`config.mk`:
```
export PLATFORM = sky130hd
export DESIGN_NAME = version_string_parser_core_flat
export DESIGN_NICKNAME = d
export VERILOG_FILES = /design/src/design/vsp_pkg.sv /design/src/design/vsp_if.sv /design/src/design/version_string_parser_core.sv /design/src/flat_wrapper.sv
export SDC_FILE = /design/constraint.sdc
export NUM_CORES = 1
export LEC_CHECK = 0
export ABC_CLOCK_PERIOD_IN_PS = 6400
export BUFFER_PORTS_ARGS = -buffer_cell sky130_fd_sc_hd__buf_2
export CORE_MARGIN = 4
export CORE_UTILIZATION = 50
export CTS_BUF_LIST = sky130_fd_sc_hd__clkbuf_2
export CTS_CLUSTER_SIZE = 30
export DETAILED_ROUTE_END_ITERATION = 7
export HOLD_SLACK_MARGIN = 0.1
export PLACE_DENSITY = 0.77
export SLEW_MARGIN = 5
export SYNTH_ARGS = -nofsm -noshare
export SYNTH_HDL_FRONTEND = slang
export SYNTH_SLANG_ARGS = --single-unit
```
`constraint.sdc`:
```
create_clock -name i_clk -period 6.4 [get_ports i_clk]
set_clock_uncertainty 0.2 [all_clocks]
set_input_delay 0.64 -clock i_clk [delete_from_list [all_inputs] [get_ports i_clk]]
set_output_delay 0.64 -clock i_clk [all_outputs]
set_load 0.005 [all_outputs]
```
`src/design/vsp_pkg.sv`:
```
// shared types, character codes and parser phase codes for the version string parser
package vsp_pkg;

    localparam int unsigned NUM_PARTS = 4;
    localparam int unsigned PART_W    = 16;
    localparam int unsigned OFS_W     = 8;
    localparam int unsigned CPOS_W    = 9;

    localparam logic [2:0] PH_BEFORE_VERSION = 3'd0;
    localparam logic [2:0] PH_BEFORE_PART    = 3'd1;
    localparam logic [2:0] PH_IN_PART        = 3'd2;
    localparam logic [2:0] PH_AFTER_PARTS    = 3'd3;
    localparam logic [2:0] PH_AFTER_SEP      = 3'd4;
    localparam logic [2:0] PH_COMPLETE       = 3'd5;
    localparam logic [2:0] PH_ERROR          = 3'd6;

    localparam logic [7:0] CH_NONE   = 8'h00;
    localparam logic [7:0] CH_TAB    = 8'h09;
    localparam logic [7:0] CH_CR     = 8'h0d;
    localparam logic [7:0] CH_SPACE  = 8'h20;
    localparam logic [7:0] CH_DASH   = 8'h2d;
    localparam logic [7:0] CH_COLON  = 8'h3a;
    localparam logic [7:0] CH_DOT    = 8'h2e;
    localparam logic [7:0] CH_ZERO   = 8'h30;
    localparam logic [7:0] CH_NINE   = 8'h39;
    localparam logic [7:0] CH_LPAREN = 8'h28;
    localparam logic [7:0] CH_RPAREN = 8'h29;
    localparam logic [7:0] CH_LBRACK = 8'h5b;
    localparam logic [7:0] CH_RBRACK = 8'h5d;
    localparam logic [7:0] CH_LBRACE = 8'h7b;
    localparam logic [7:0] CH_RBRACE = 8'h7d;

    localparam logic [CPOS_W-1:0] CPOS_MAX = '1;

    typedef logic [PART_W-1:0] t_part;

    typedef struct packed {
        logic              parse_ok;
        t_part             major;
        t_part             minor;
        t_part             revision;
        t_part             patch;
        logic [OFS_W-1:0]  comment_start;
        logic [OFS_W-1:0]  comment_length;
        logic              too_long;
    } t_result;

    function automatic logic is_blank(input logic [7:0] c);
        return (c inside {[CH_TAB:CH_CR], CH_SPACE});
    endfunction

    function automatic logic is_digit(input logic [7:0] c);
        return (c inside {[CH_ZERO:CH_NINE]});
    endfunction

    function automatic logic [7:0] close_of(input logic [7:0] c);
        logic [7:0] r;
        case (c)
            CH_LPAREN: r = CH_RPAREN;
            CH_LBRACK: r = CH_RBRACK;
            CH_LBRACE: r = CH_RBRACE;
            default:   r = CH_NONE;
        endcase
        return r;
    endfunction

endpackage

```
`src/design/vsp_if.sv`:
```
// request and result channel interfaces of the version string parser
interface vsp_req_if;
    logic       valid;
    logic       ready;
    logic [7:0] char_code;
    logic       has_char;
    logic       is_last;

    modport source (output valid, output char_code, output has_char, output is_last,
                    input ready);
    modport sink   (input valid, input char_code, input has_char, input is_last,
                    output ready);
endinterface

interface vsp_rsp_if;
    logic        valid;
    logic        ready;
    logic        parse_ok;
    logic [15:0] major;
    logic [15:0] minor;
    logic [15:0] revision;
    logic [15:0] patch;
    logic [7:0]  comment_start;
    logic [7:0]  comment_length;
    logic        too_long;

    modport source (output valid, output parse_ok, output major, output minor,
                    output revision, output patch, output comment_start,
                    output comment_length, output too_long, input ready);
    modport sink   (input valid, input parse_ok, input major, input minor,
                    input revision, input patch, input comment_start,
                    input comment_length, input too_long, output ready);
endinterface

```
`src/design/version_string_parser_core.sv`:
```
// version string parser: at most one character per request, one result for the request that carries is_last
// a result is registered when the request that carries is_last is accepted and is valid in the cycle after
// throughput: one request per cycle while the input is not stalled; parser state updates in a single pass per character
// input stalls only while a result waits and the result side is not ready
// reset (synchronous, active low) clears the parser state, the stored version and result valid
module version_string_parser_core
    import vsp_pkg::*;
#(
    parameter int MAX_TEXT_LEN = 256,
    parameter int PART_COUNT   = 4
) (
    input  logic        i_clk,
    input  logic        i_rst_n,
    vsp_req_if.sink     i_req,
    vsp_rsp_if.source   o_rsp
);

    localparam int PosLimitInt = (MAX_TEXT_LEN - 1 < 255) ? (MAX_TEXT_LEN - 1) : 255;
    localparam logic [CPOS_W-1:0] PosLimit  = CPOS_W'(PosLimitInt);
    localparam logic [2:0]        PartLimit = 3'(PART_COUNT);

    logic [2:0]        r_phase, n_phase;
    logic [2:0]        r_part_idx, n_part_idx;
    t_part             r_parts [NUM_PARTS];
    t_part             n_parts [NUM_PARTS];
    t_part             r_stored [NUM_PARTS];
    logic [CPOS_W-1:0] r_cpos, n_cpos;
    logic [7:0]        r_close, n_close;
    logic              r_close_found, n_close_found;
    logic [OFS_W-1:0]  r_tail_lo, n_tail_lo, r_tail_hi, n_tail_hi;
    logic              r_tail_seen, n_tail_seen;
    logic [OFS_W-1:0]  r_inner_lo, n_inner_lo, r_inner_hi, n_inner_hi;
    logic              r_inner_seen, n_inner_seen;
    logic              r_ovf, n_ovf;
    logic              r_out_valid;
    t_result           r_res, n_res;

    logic              accept;
    logic [7:0]        c;
    logic [OFS_W-1:0]  pos;
    logic [3:0]        digit;
    logic [1:0]        widx;
    logic              open_cmt;
    logic              ok;
    logic [2:0]        count;
    logic [OFS_W:0]    span;
    t_part             stored_nx [NUM_PARTS];

    assign i_req.ready = !r_out_valid || o_rsp.ready;
    assign accept      = i_req.valid && i_req.ready;
    assign c           = i_req.char_code;
    assign digit       = 4'(c - CH_ZERO);
    assign widx        = r_part_idx[1:0];

    // per-character parser step
    always_comb begin
        n_phase       = r_phase;
        n_part_idx    = r_part_idx;
        n_parts       = r_parts;
        n_cpos        = r_cpos;
        n_close       = r_close;
        n_close_found = r_close_found;
        n_tail_lo     = r_tail_lo;
        n_tail_hi     = r_tail_hi;
        n_tail_seen   = r_tail_seen;
        n_inner_lo    = r_inner_lo;
        n_inner_hi    = r_inner_hi;
        n_inner_seen  = r_inner_seen;
        n_ovf         = r_ovf;
        open_cmt      = 1'b0;
        pos           = r_cpos[OFS_W-1:0];
        if (i_req.has_char) begin
            if (r_cpos > PosLimit) begin
                n_ovf = 1'b1;
                pos   = PosLimit[OFS_W-1:0];
            end
            if (r_cpos != CPOS_MAX) begin
                n_cpos = r_cpos + 1'b1;
            end
            case (r_phase)
                PH_BEFORE_VERSION: begin
                    if (is_digit(c)) begin
                        n_parts[0] = PART_W'(digit);
                        n_phase    = PH_IN_PART;
                    end else if (!is_blank(c)) begin
                        n_phase = PH_ERROR;
                    end
                end
                PH_BEFORE_PART: begin
                    if (is_digit(c)) begin
                        if (r_part_idx < PartLimit) begin
                            n_parts[widx] = PART_W'(digit);
                        end
                        n_phase = PH_IN_PART;
                    end else begin
                        n_phase = PH_ERROR;
                    end
                end
                PH_IN_PART: begin
                    if (is_digit(c)) begin
                        if (r_part_idx < PartLimit) begin
                            n_parts[widx] = (r_parts[widx] << 3) + (r_parts[widx] << 1)
                                            + PART_W'(digit);
                        end
                    end else if (c == CH_DOT || is_blank(c)) begin
                        if (r_part_idx < PartLimit) begin
                            n_part_idx = r_part_idx + 1'b1;
                        end
                        n_phase = (c == CH_DOT) ? PH_BEFORE_PART : PH_AFTER_PARTS;
                    end
                end
                PH_AFTER_PARTS: begin
                    if (c == CH_DASH || c == CH_COLON) begin
                        n_phase = PH_AFTER_SEP;
                    end else if (!is_blank(c)) begin
                        open_cmt = 1'b1;
                    end
                end
                PH_AFTER_SEP: begin
                    if (!is_blank(c)) begin
                        open_cmt = 1'b1;
                    end
                end
                PH_COMPLETE: begin
                    if (!is_blank(c)) begin
                        n_tail_hi = pos;
                    end
                    if (r_close != CH_NONE && !r_close_found) begin
                        if (c == r_close) begin
                            n_close_found = 1'b1;
                        end else if (!is_blank(c)) begin
                            if (!r_inner_seen) begin
                                n_inner_lo   = pos;
                                n_inner_seen = 1'b1;
                            end
                            n_inner_hi = pos;
                        end
                    end
                end
                default: begin
                    n_phase = PH_ERROR;
                end
            endcase
            if (open_cmt) begin
                n_close       = close_of(c);
                n_close_found = 1'b0;
                n_inner_seen  = 1'b0;
                n_tail_lo     = pos;
                n_tail_hi     = pos;
                n_tail_seen   = 1'b1;
                n_phase       = PH_COMPLETE;
            end
        end
    end

    // result of a text that ends with this request
    always_comb begin
        ok = (n_phase == PH_IN_PART) || (n_phase == PH_AFTER_PARTS) ||
             (n_phase == PH_AFTER_SEP) || (n_phase == PH_COMPLETE);
        count = n_part_idx + ((n_phase == PH_IN_PART) ? 3'd1 : 3'd0);
        if (count > PartLimit) begin
            count = PartLimit;
        end
        for (int k = 0; k < NUM_PARTS; k++) begin
            if (ok) begin
                stored_nx[k] = (3'(k) < count) ? n_parts[k] : '0;
            end else begin
                stored_nx[k] = r_stored[k];
            end
        end
        span = '0;
        n_res.comment_start = '0;
        if (ok && n_phase == PH_COMPLETE) begin
            if (n_close != CH_NONE && n_close_found) begin
                if (n_inner_seen) begin
                    n_res.comment_start = n_inner_lo;
                    span = {1'b0, n_inner_hi} - {1'b0, n_inner_lo} + 1'b1;
                end
            end else if (n_tail_seen) begin
                n_res.comment_start = n_tail_lo;
                span = {1'b0, n_tail_hi} - {1'b0, n_tail_lo} + 1'b1;
            end
        end
        n_res.comment_length = span[OFS_W] ? '1 : span[OFS_W-1:0];
        n_res.parse_ok = ok;
        n_res.major    = stored_nx[0];
        n_res.minor    = stored_nx[1];
        n_res.revision = stored_nx[2];
        n_res.patch    = stored_nx[3];
        n_res.too_long = n_ovf;
    end

    always_ff @(posedge i_clk) begin
        if (!i_rst_n) begin
            r_phase       <= PH_BEFORE_VERSION;
            r_part_idx    <= '0;
            r_cpos        <= '0;
            r_close       <= CH_NONE;
            r_close_found <= 1'b0;
            r_tail_lo     <= '0;
            r_tail_hi     <= '0;
            r_tail_seen   <= 1'b0;
            r_inner_lo    <= '0;
            r_inner_hi    <= '0;
            r_inner_seen  <= 1'b0;
            r_ovf         <= 1'b0;
            r_out_valid   <= 1'b0;
            for (int k = 0; k < NUM_PARTS; k++) begin
                r_stored[k] <= '0;
            end
        end else begin
            if (accept && i_req.is_last) begin
                r_phase       <= PH_BEFORE_VERSION;
                r_part_idx    <= '0;
                r_cpos        <= '0;
                r_close       <= CH_NONE;
                r_close_found <= 1'b0;
                r_tail_lo     <= '0;
                r_tail_hi     <= '0;
                r_tail_seen   <= 1'b0;
                r_inner_lo    <= '0;
                r_inner_hi    <= '0;
                r_inner_seen  <= 1'b0;
                r_ovf         <= 1'b0;
                r_stored      <= stored_nx;
            end else if (accept) begin
                r_phase       <= n_phase;
                r_part_idx    <= n_part_idx;
                r_cpos        <= n_cpos;
                r_close       <= n_close;
                r_close_found <= n_close_found;
                r_tail_lo     <= n_tail_lo;
                r_tail_hi     <= n_tail_hi;
                r_tail_seen   <= n_tail_seen;
                r_inner_lo    <= n_inner_lo;
                r_inner_hi    <= n_inner_hi;
                r_inner_seen  <= n_inner_seen;
                r_ovf         <= n_ovf;
            end
            if (accept && i_req.is_last) begin
                r_out_valid <= 1'b1;
            end else if (o_rsp.ready) begin
                r_out_valid <= 1'b0;
            end
        end
    end

    // working parts and result payload
    always_ff @(posedge i_clk) begin
        if (accept) begin
            r_parts <= n_parts;
        end
        if (accept && i_req.is_last) begin
            r_res <= n_res;
        end
    end

    assign o_rsp.valid          = r_out_valid;
    assign o_rsp.parse_ok       = r_res.parse_ok;
    assign o_rsp.major          = r_res.major;
    assign o_rsp.minor          = r_res.minor;
    assign o_rsp.revision       = r_res.revision;
    assign o_rsp.patch          = r_res.patch;
    assign o_rsp.comment_start  = r_res.comment_start;
    assign o_rsp.comment_length = r_res.comment_length;
    assign o_rsp.too_long       = r_res.too_long;

endmodule

```
`src/flat_wrapper.sv`:
```
// flat-port wrapper written by rule: the top's interface ports become plain ports
module version_string_parser_core_flat import vsp_pkg::*;
#(
    parameter int MAX_TEXT_LEN = 256,
    parameter int PART_COUNT   = 4
)
  (i_clk, i_rst_n, i_req_valid, i_req_char_code, i_req_has_char, i_req_is_last, i_req_ready, o_rsp_valid, o_rsp_parse_ok, o_rsp_major, o_rsp_minor, o_rsp_revision, o_rsp_patch, o_rsp_comment_start, o_rsp_comment_length, o_rsp_too_long, o_rsp_ready);
  vsp_req_if i_req_i ();
  vsp_rsp_if o_rsp_i ();
  input  logic i_clk;
  input  logic i_rst_n;
  input wire logic [$bits(i_req_i.valid)-1:0] i_req_valid;
  input wire logic [$bits(i_req_i.char_code)-1:0] i_req_char_code;
  input wire logic [$bits(i_req_i.has_char)-1:0] i_req_has_char;
  input wire logic [$bits(i_req_i.is_last)-1:0] i_req_is_last;
  output wire logic [$bits(i_req_i.ready)-1:0] i_req_ready;
  output wire logic [$bits(o_rsp_i.valid)-1:0] o_rsp_valid;
  output wire logic [$bits(o_rsp_i.parse_ok)-1:0] o_rsp_parse_ok;
  output wire logic [$bits(o_rsp_i.major)-1:0] o_rsp_major;
  output wire logic [$bits(o_rsp_i.minor)-1:0] o_rsp_minor;
  output wire logic [$bits(o_rsp_i.revision)-1:0] o_rsp_revision;
  output wire logic [$bits(o_rsp_i.patch)-1:0] o_rsp_patch;
  output wire logic [$bits(o_rsp_i.comment_start)-1:0] o_rsp_comment_start;
  output wire logic [$bits(o_rsp_i.comment_length)-1:0] o_rsp_comment_length;
  output wire logic [$bits(o_rsp_i.too_long)-1:0] o_rsp_too_long;
  input wire logic [$bits(o_rsp_i.ready)-1:0] o_rsp_ready;
  assign i_req_i.valid = i_req_valid;
  assign i_req_i.char_code = i_req_char_code;
  assign i_req_i.has_char = i_req_has_char;
  assign i_req_i.is_last = i_req_is_last;
  assign i_req_ready = i_req_i.ready;
  assign o_rsp_valid = o_rsp_i.valid;
  assign o_rsp_parse_ok = o_rsp_i.parse_ok;
  assign o_rsp_major = o_rsp_i.major;
  assign o_rsp_minor = o_rsp_i.minor;
  assign o_rsp_revision = o_rsp_i.revision;
  assign o_rsp_patch = o_rsp_i.patch;
  assign o_rsp_comment_start = o_rsp_i.comment_start;
  assign o_rsp_comment_length = o_rsp_i.comment_length;
  assign o_rsp_too_long = o_rsp_i.too_long;
  assign o_rsp_i.ready = o_rsp_ready;
  version_string_parser_core #(.MAX_TEXT_LEN(MAX_TEXT_LEN), .PART_COUNT(PART_COUNT)) u_core (.i_clk(i_clk), .i_rst_n(i_rst_n), .i_req(i_req_i), .o_rsp(o_rsp_i));
endmodule
```
==> flow_results.org <==
** Power and ir drop
- Power Dens Cells :: ~250 nW/um^2
- VDD sags by at most 0.108 mV.
- Reported leakage power :: 0.00583 uW

** Global routing
- Aggregate global routing overflow :: 0
- The first global-routing pass estimated 52.8 mm of wire.
- The number of global-route vias before repair is 10200.
- Most utilized layer in the global route result :: met2
- Met2 usage in global routing :: 36.9%
- For met1 alone, demand over resource in global routing was a little over a quarter.
- Global routing consumed, on the met3 layer, 3.80% of the routing resources.
- The number of antenna violations at the first check in global routing is 1.
- Entering global routing, the biggest net connects 94 pins.
- In the global route stage, overall resource usage came out at between 20% and 30%.

** Route
- Remaining number of nets flagged by the antenna check after routing :: 0
- First-pass DRT Iterations :: 5
- Post-DR wirelength/cell :: 18.8 microns
- Dividing the detail-routed via count by the number of cells gives 5.92.
- Routed via count :: 10400
- After detailed routing, the total wire length is 33.0 mm.
- Iteration-0 DRC count of the detailed router :: 1013
- # DRC :: 0

** Job
- Max-cap check violation count :: 0

** Worst setup path
- The worst setup path is captured at a flop.
- By startpoint and endpoint, the worst setup path is classified as reg2reg.
- The worst setup path is launched from a flop.
- Critical Path Fanout Max :: 14
- Data arrives at the worst endpoint at approximately 5.8 ns.
- For the worst flop-to-flop path, the logic depth is 15.
- For the worst setup path, the data required time is ~6.7 ns.

** Clock network
- Number of buffers added by the clock tree synthesis step :: 70
- For the worst-skew pair, the clock arrives at the later sink with an insertion delay of 0.84 ns.
- The clock tree synthesis step divided the H-tree into 3 levels.
- The clock net in this run drives a total of 270 sinks.
- CTS placed an instance of sky130_fd_sc_hd__clkbuf_2 at the clock tree root.
- Counting along the longest clock path gives a buffer depth of 3.
- TritonCTS built the clock tree.
- After clock tree synthesis, the clock-pin slew on the worst setup and hold paths is 0.11 ns.

** STA
- Max-slew violation total from the final report :: 0
- Setup violations remaining at the end of the flow were counted as 0.
- For this run, the top clock speed supported by timing is 0.183 GHz.
- Total Neg Setup Slack :: 0 ns
- Final hold analysis gives a worst-case slack of 0.205 ns.
- Relative slew slack :: 20.0%
- For the pin with the worst max-slew slack, the measured transition is ~1.2 ns.
- RSZ-0062 raised after global routing :: no
- For the finished layout, the period the worst path requires is ~5.5 ns.
- The number of hold-slack violations in the final timing report was 0.
- Of the available clock period, the critical path in the final layout requires 85.5%.

** Floorplanning
- In this run the count of I/O pins placed on the die edge is 98.
- The die is 173 microns wide.
- In this run the standard cell core region covers 26800 sq um.
- Area of the die :: 29800 sq um
- Die outline height :: about 170 microns
- Row generation in the floorplan step produced 60 rows.
- Initial cell density of the core :: slightly above 50%

** Cells and area
- Cells with a size suffix above 1 make up about a fifth of the layout.
- For this run, the post-layout net count is 1441.
- The library cells used most frequently in the layout, excluding fill and tap cells, are 146 x sky130_fd_sc_hd__edfxtp_1, 124 x sky130_fd_sc_hd__dfxtp_1, 121 x sky130_fd_sc_hd__a22o_1.
- Filler cells :: approximately 2300
- P&R area growth vs syn :: 10.8%
- Leading cell type in the layout, fill and taps excluded :: sky130_fd_sc_hd__edfxtp_1

** Synthesis
- Of the synthesized area, sequential elements account for between 50% and 60%.
- Number of instances in the synthesized netlist :: 1234
- Post-synthesis instance area :: roughly 14000 sq um
- Syn. warnings :: 0
- Flip-flop and latch count after synthesis :: 270
- Prevailing post-synth register cell :: sky130_fd_sc_hd__edfxtp_1
- Number of synthesized flops with an enable pin :: 146
- Synthesized Nets :: 1317
- Number of distinct library cell variants in the gate-level netlist after synthesis :: between 70 and 80
- Async SR Flop Fraction :: 0%
- Synthesized area per cell :: 11.0 sq um

** Place
- Detailed Place HPWL :: 22.8 mm
- RD Place Congestion :: between 0.9 and 1
- During placement, the flow inserted port buffers numbering 97.

** Worst hold path
- The min-delay analysis places its worst path in the category in2reg.
- The worst hold path was traced through 2 stages.

** Outcome
- Run status :: complete, no violations
[critical path: stages, from the launching register on]
cell and delay, ns:
sky130_fd_sc_hd__dfxtp_1 0.58, sky130_fd_sc_hd__nor2b_1 0.46, sky130_fd_sc_hd__nand4b_1 0.21, sky130_fd_sc_hd__or4_1 0.57
sky130_fd_sc_hd__nor2_2 0.46, sky130_fd_sc_hd__mux2_2 0.42, sky130_fd_sc_hd__ha_1 0.28, sky130_fd_sc_hd__inv_1 0.04
sky130_fd_sc_hd__ha_1 0.22, sky130_fd_sc_hd__a21o_1 0.19, sky130_fd_sc_hd__a21oi_1 0.21, sky130_fd_sc_hd__o21ai_0 0.16
sky130_fd_sc_hd__o41ai_1 0.35, sky130_fd_sc_hd__xor2_1 0.12, sky130_fd_sc_hd__a22oi_1 0.54, sky130_fd_sc_hd__a21oi_1 0.15
[stage by stage]
stage	instances	utilization (%)	instance area, sq um	total power (uW)	worst slack, ns
2_1_floorplan	1234	-	13600	2360	1.37
6_report	1755	56.1	15000	3690	0.925
4_1_cts	1754	56.1	15000	3720	1.03
5_1_grt	1755	56.1	15000	3880	0.586
3_3_place_gp	1618	53.3	14300	2510	0.941
3_5_place_dp	1618	53.3	14300	2520	0.780
[path summary, 6_finish.rpt]
path | start | to | slack, ns
max | u_core.r_phase[0]$_SDFFE_PP0P_ | u_core.o_rsp.comment_length[1]$_SDFFCE_PP1P_ | 0.93
min | i_req_char_code[0] | u_core.r_parts[48]$_DFFE_PP_ | 0.20
max reg2reg | u_core.r_phase[0]$_SDFFE_PP0P_ | u_core.o_rsp.comment_length[1]$_SDFFCE_PP1P_ | 0.93
min reg2reg | u_core.r_stored[9]$_SDFFE_PN0P_ | u_core.r_stored[9]$_SDFFE_PN0P_ | 0.28
[cell usage after synthesis (all sizes together), types with 7 or more instances]
library cell / count / area [sq um]
a21boi: 14 / 109
mux2i: 21 / 210
nor2b: 12 / 75.1
a21oi: 50 / 258
xor2: 11 / 96.3
and2: 17 / 106
nor2: 111 / 422
ha: 65 / 813
mux2: 15 / 169
mux4: 15 / 338
inv: 30 / 113
clkbuf: 35 / 131
edfxtp: 146 / 4380
nand4: 7 / 43.8
a22o: 121 / 1060
a22oi: 22 / 165
o22a: 7 / 61.3
dfxtp: 124 / 2480
a211oi: 27 / 203
nor3: 20 / 115
a21o: 10 / 75.1
buf: 34 / 195
nand3: 22 / 110
o21ai: 64 / 324
nand2: 105 / 394
xnor2: 29 / 254
nand2b: 9 / 56.3
[per-layer routing]
metal | vias up | share of wire (%)
met2 | 375 | 49
met4 | 0 | 4.0
met5 | - | 0
li1 | 4951 | -
met1 | 4969 | 41
met3 | 100 | 5.5
[repair_timing]
item | 4_1_cts | 5_1_grt
buffers inserted | 0 | 0
hold buffers | 9 | 0
resized for setup | 0 | 0
hold endpoints to repair | 25 | 0
[final cells by class]
cell class	instances	area (sq um)	share of cell area, %
sequential	270	6870	45.7
multi-input combinational	863	6280	41.7
timing repair buffer	121	688	4.58
clock buffer	109	546	3.63
tap	341	427	2.84
inverter	32	123	0.816
clock inverter	18	106	0.707
antenna	1	2.50	0.0166
[report_power, final]
part / internal, uW / switching [uW] / total [uW]
clock: 494 / 701 / 1190
sequential: 1880 / 33.1 / 1920
combinational: 198 / 375 / 573
[flip-flops by register name, indices dropped and copies added, names as in the netlist]
name and cells:
u_core.r_part_idx 3, u_core.o_rsp.major 16, u_core.r_tail_hi 8, u_core.r_inner_lo 8, u_core.o_rsp.comment_start 8, u_core.o_rsp.minor 16, u_core.r_ovf 1, u_core.r_tail_seen 1
u_core.o_rsp.parse_ok 1, u_core.r_inner_hi 8, u_core.o_rsp.valid 1, u_core.o_rsp.revision 16, u_core.o_rsp.patch 16, u_core.r_inner_seen 1, u_core.r_close 8, u_core.r_close_found 1
u_core.o_rsp.too_long 1, u_core.r_tail_lo 8, u_core.o_rsp.comment_length 8, u_core.r_phase 3, u_core.r_stored 64, u_core.r_parts 64, u_core.r_cpos 9
[logic make-up (layout without fill, tap and decap cells)]
family          count (synthesis)  in the layout  synth area share [%]
other cells                     0              1                     0
mux                            51             51                  5.28
flops                         270            270                  50.6
compound gates                359            359                  19.4
buf+inv                       101            280                  3.29
fa+ha+maj                      69             69                  6.58
xor+xnor                       40             40                  2.58
simple gates                  344            344                  12.2
Note: power is estimated with default switching activity, not from simulation.
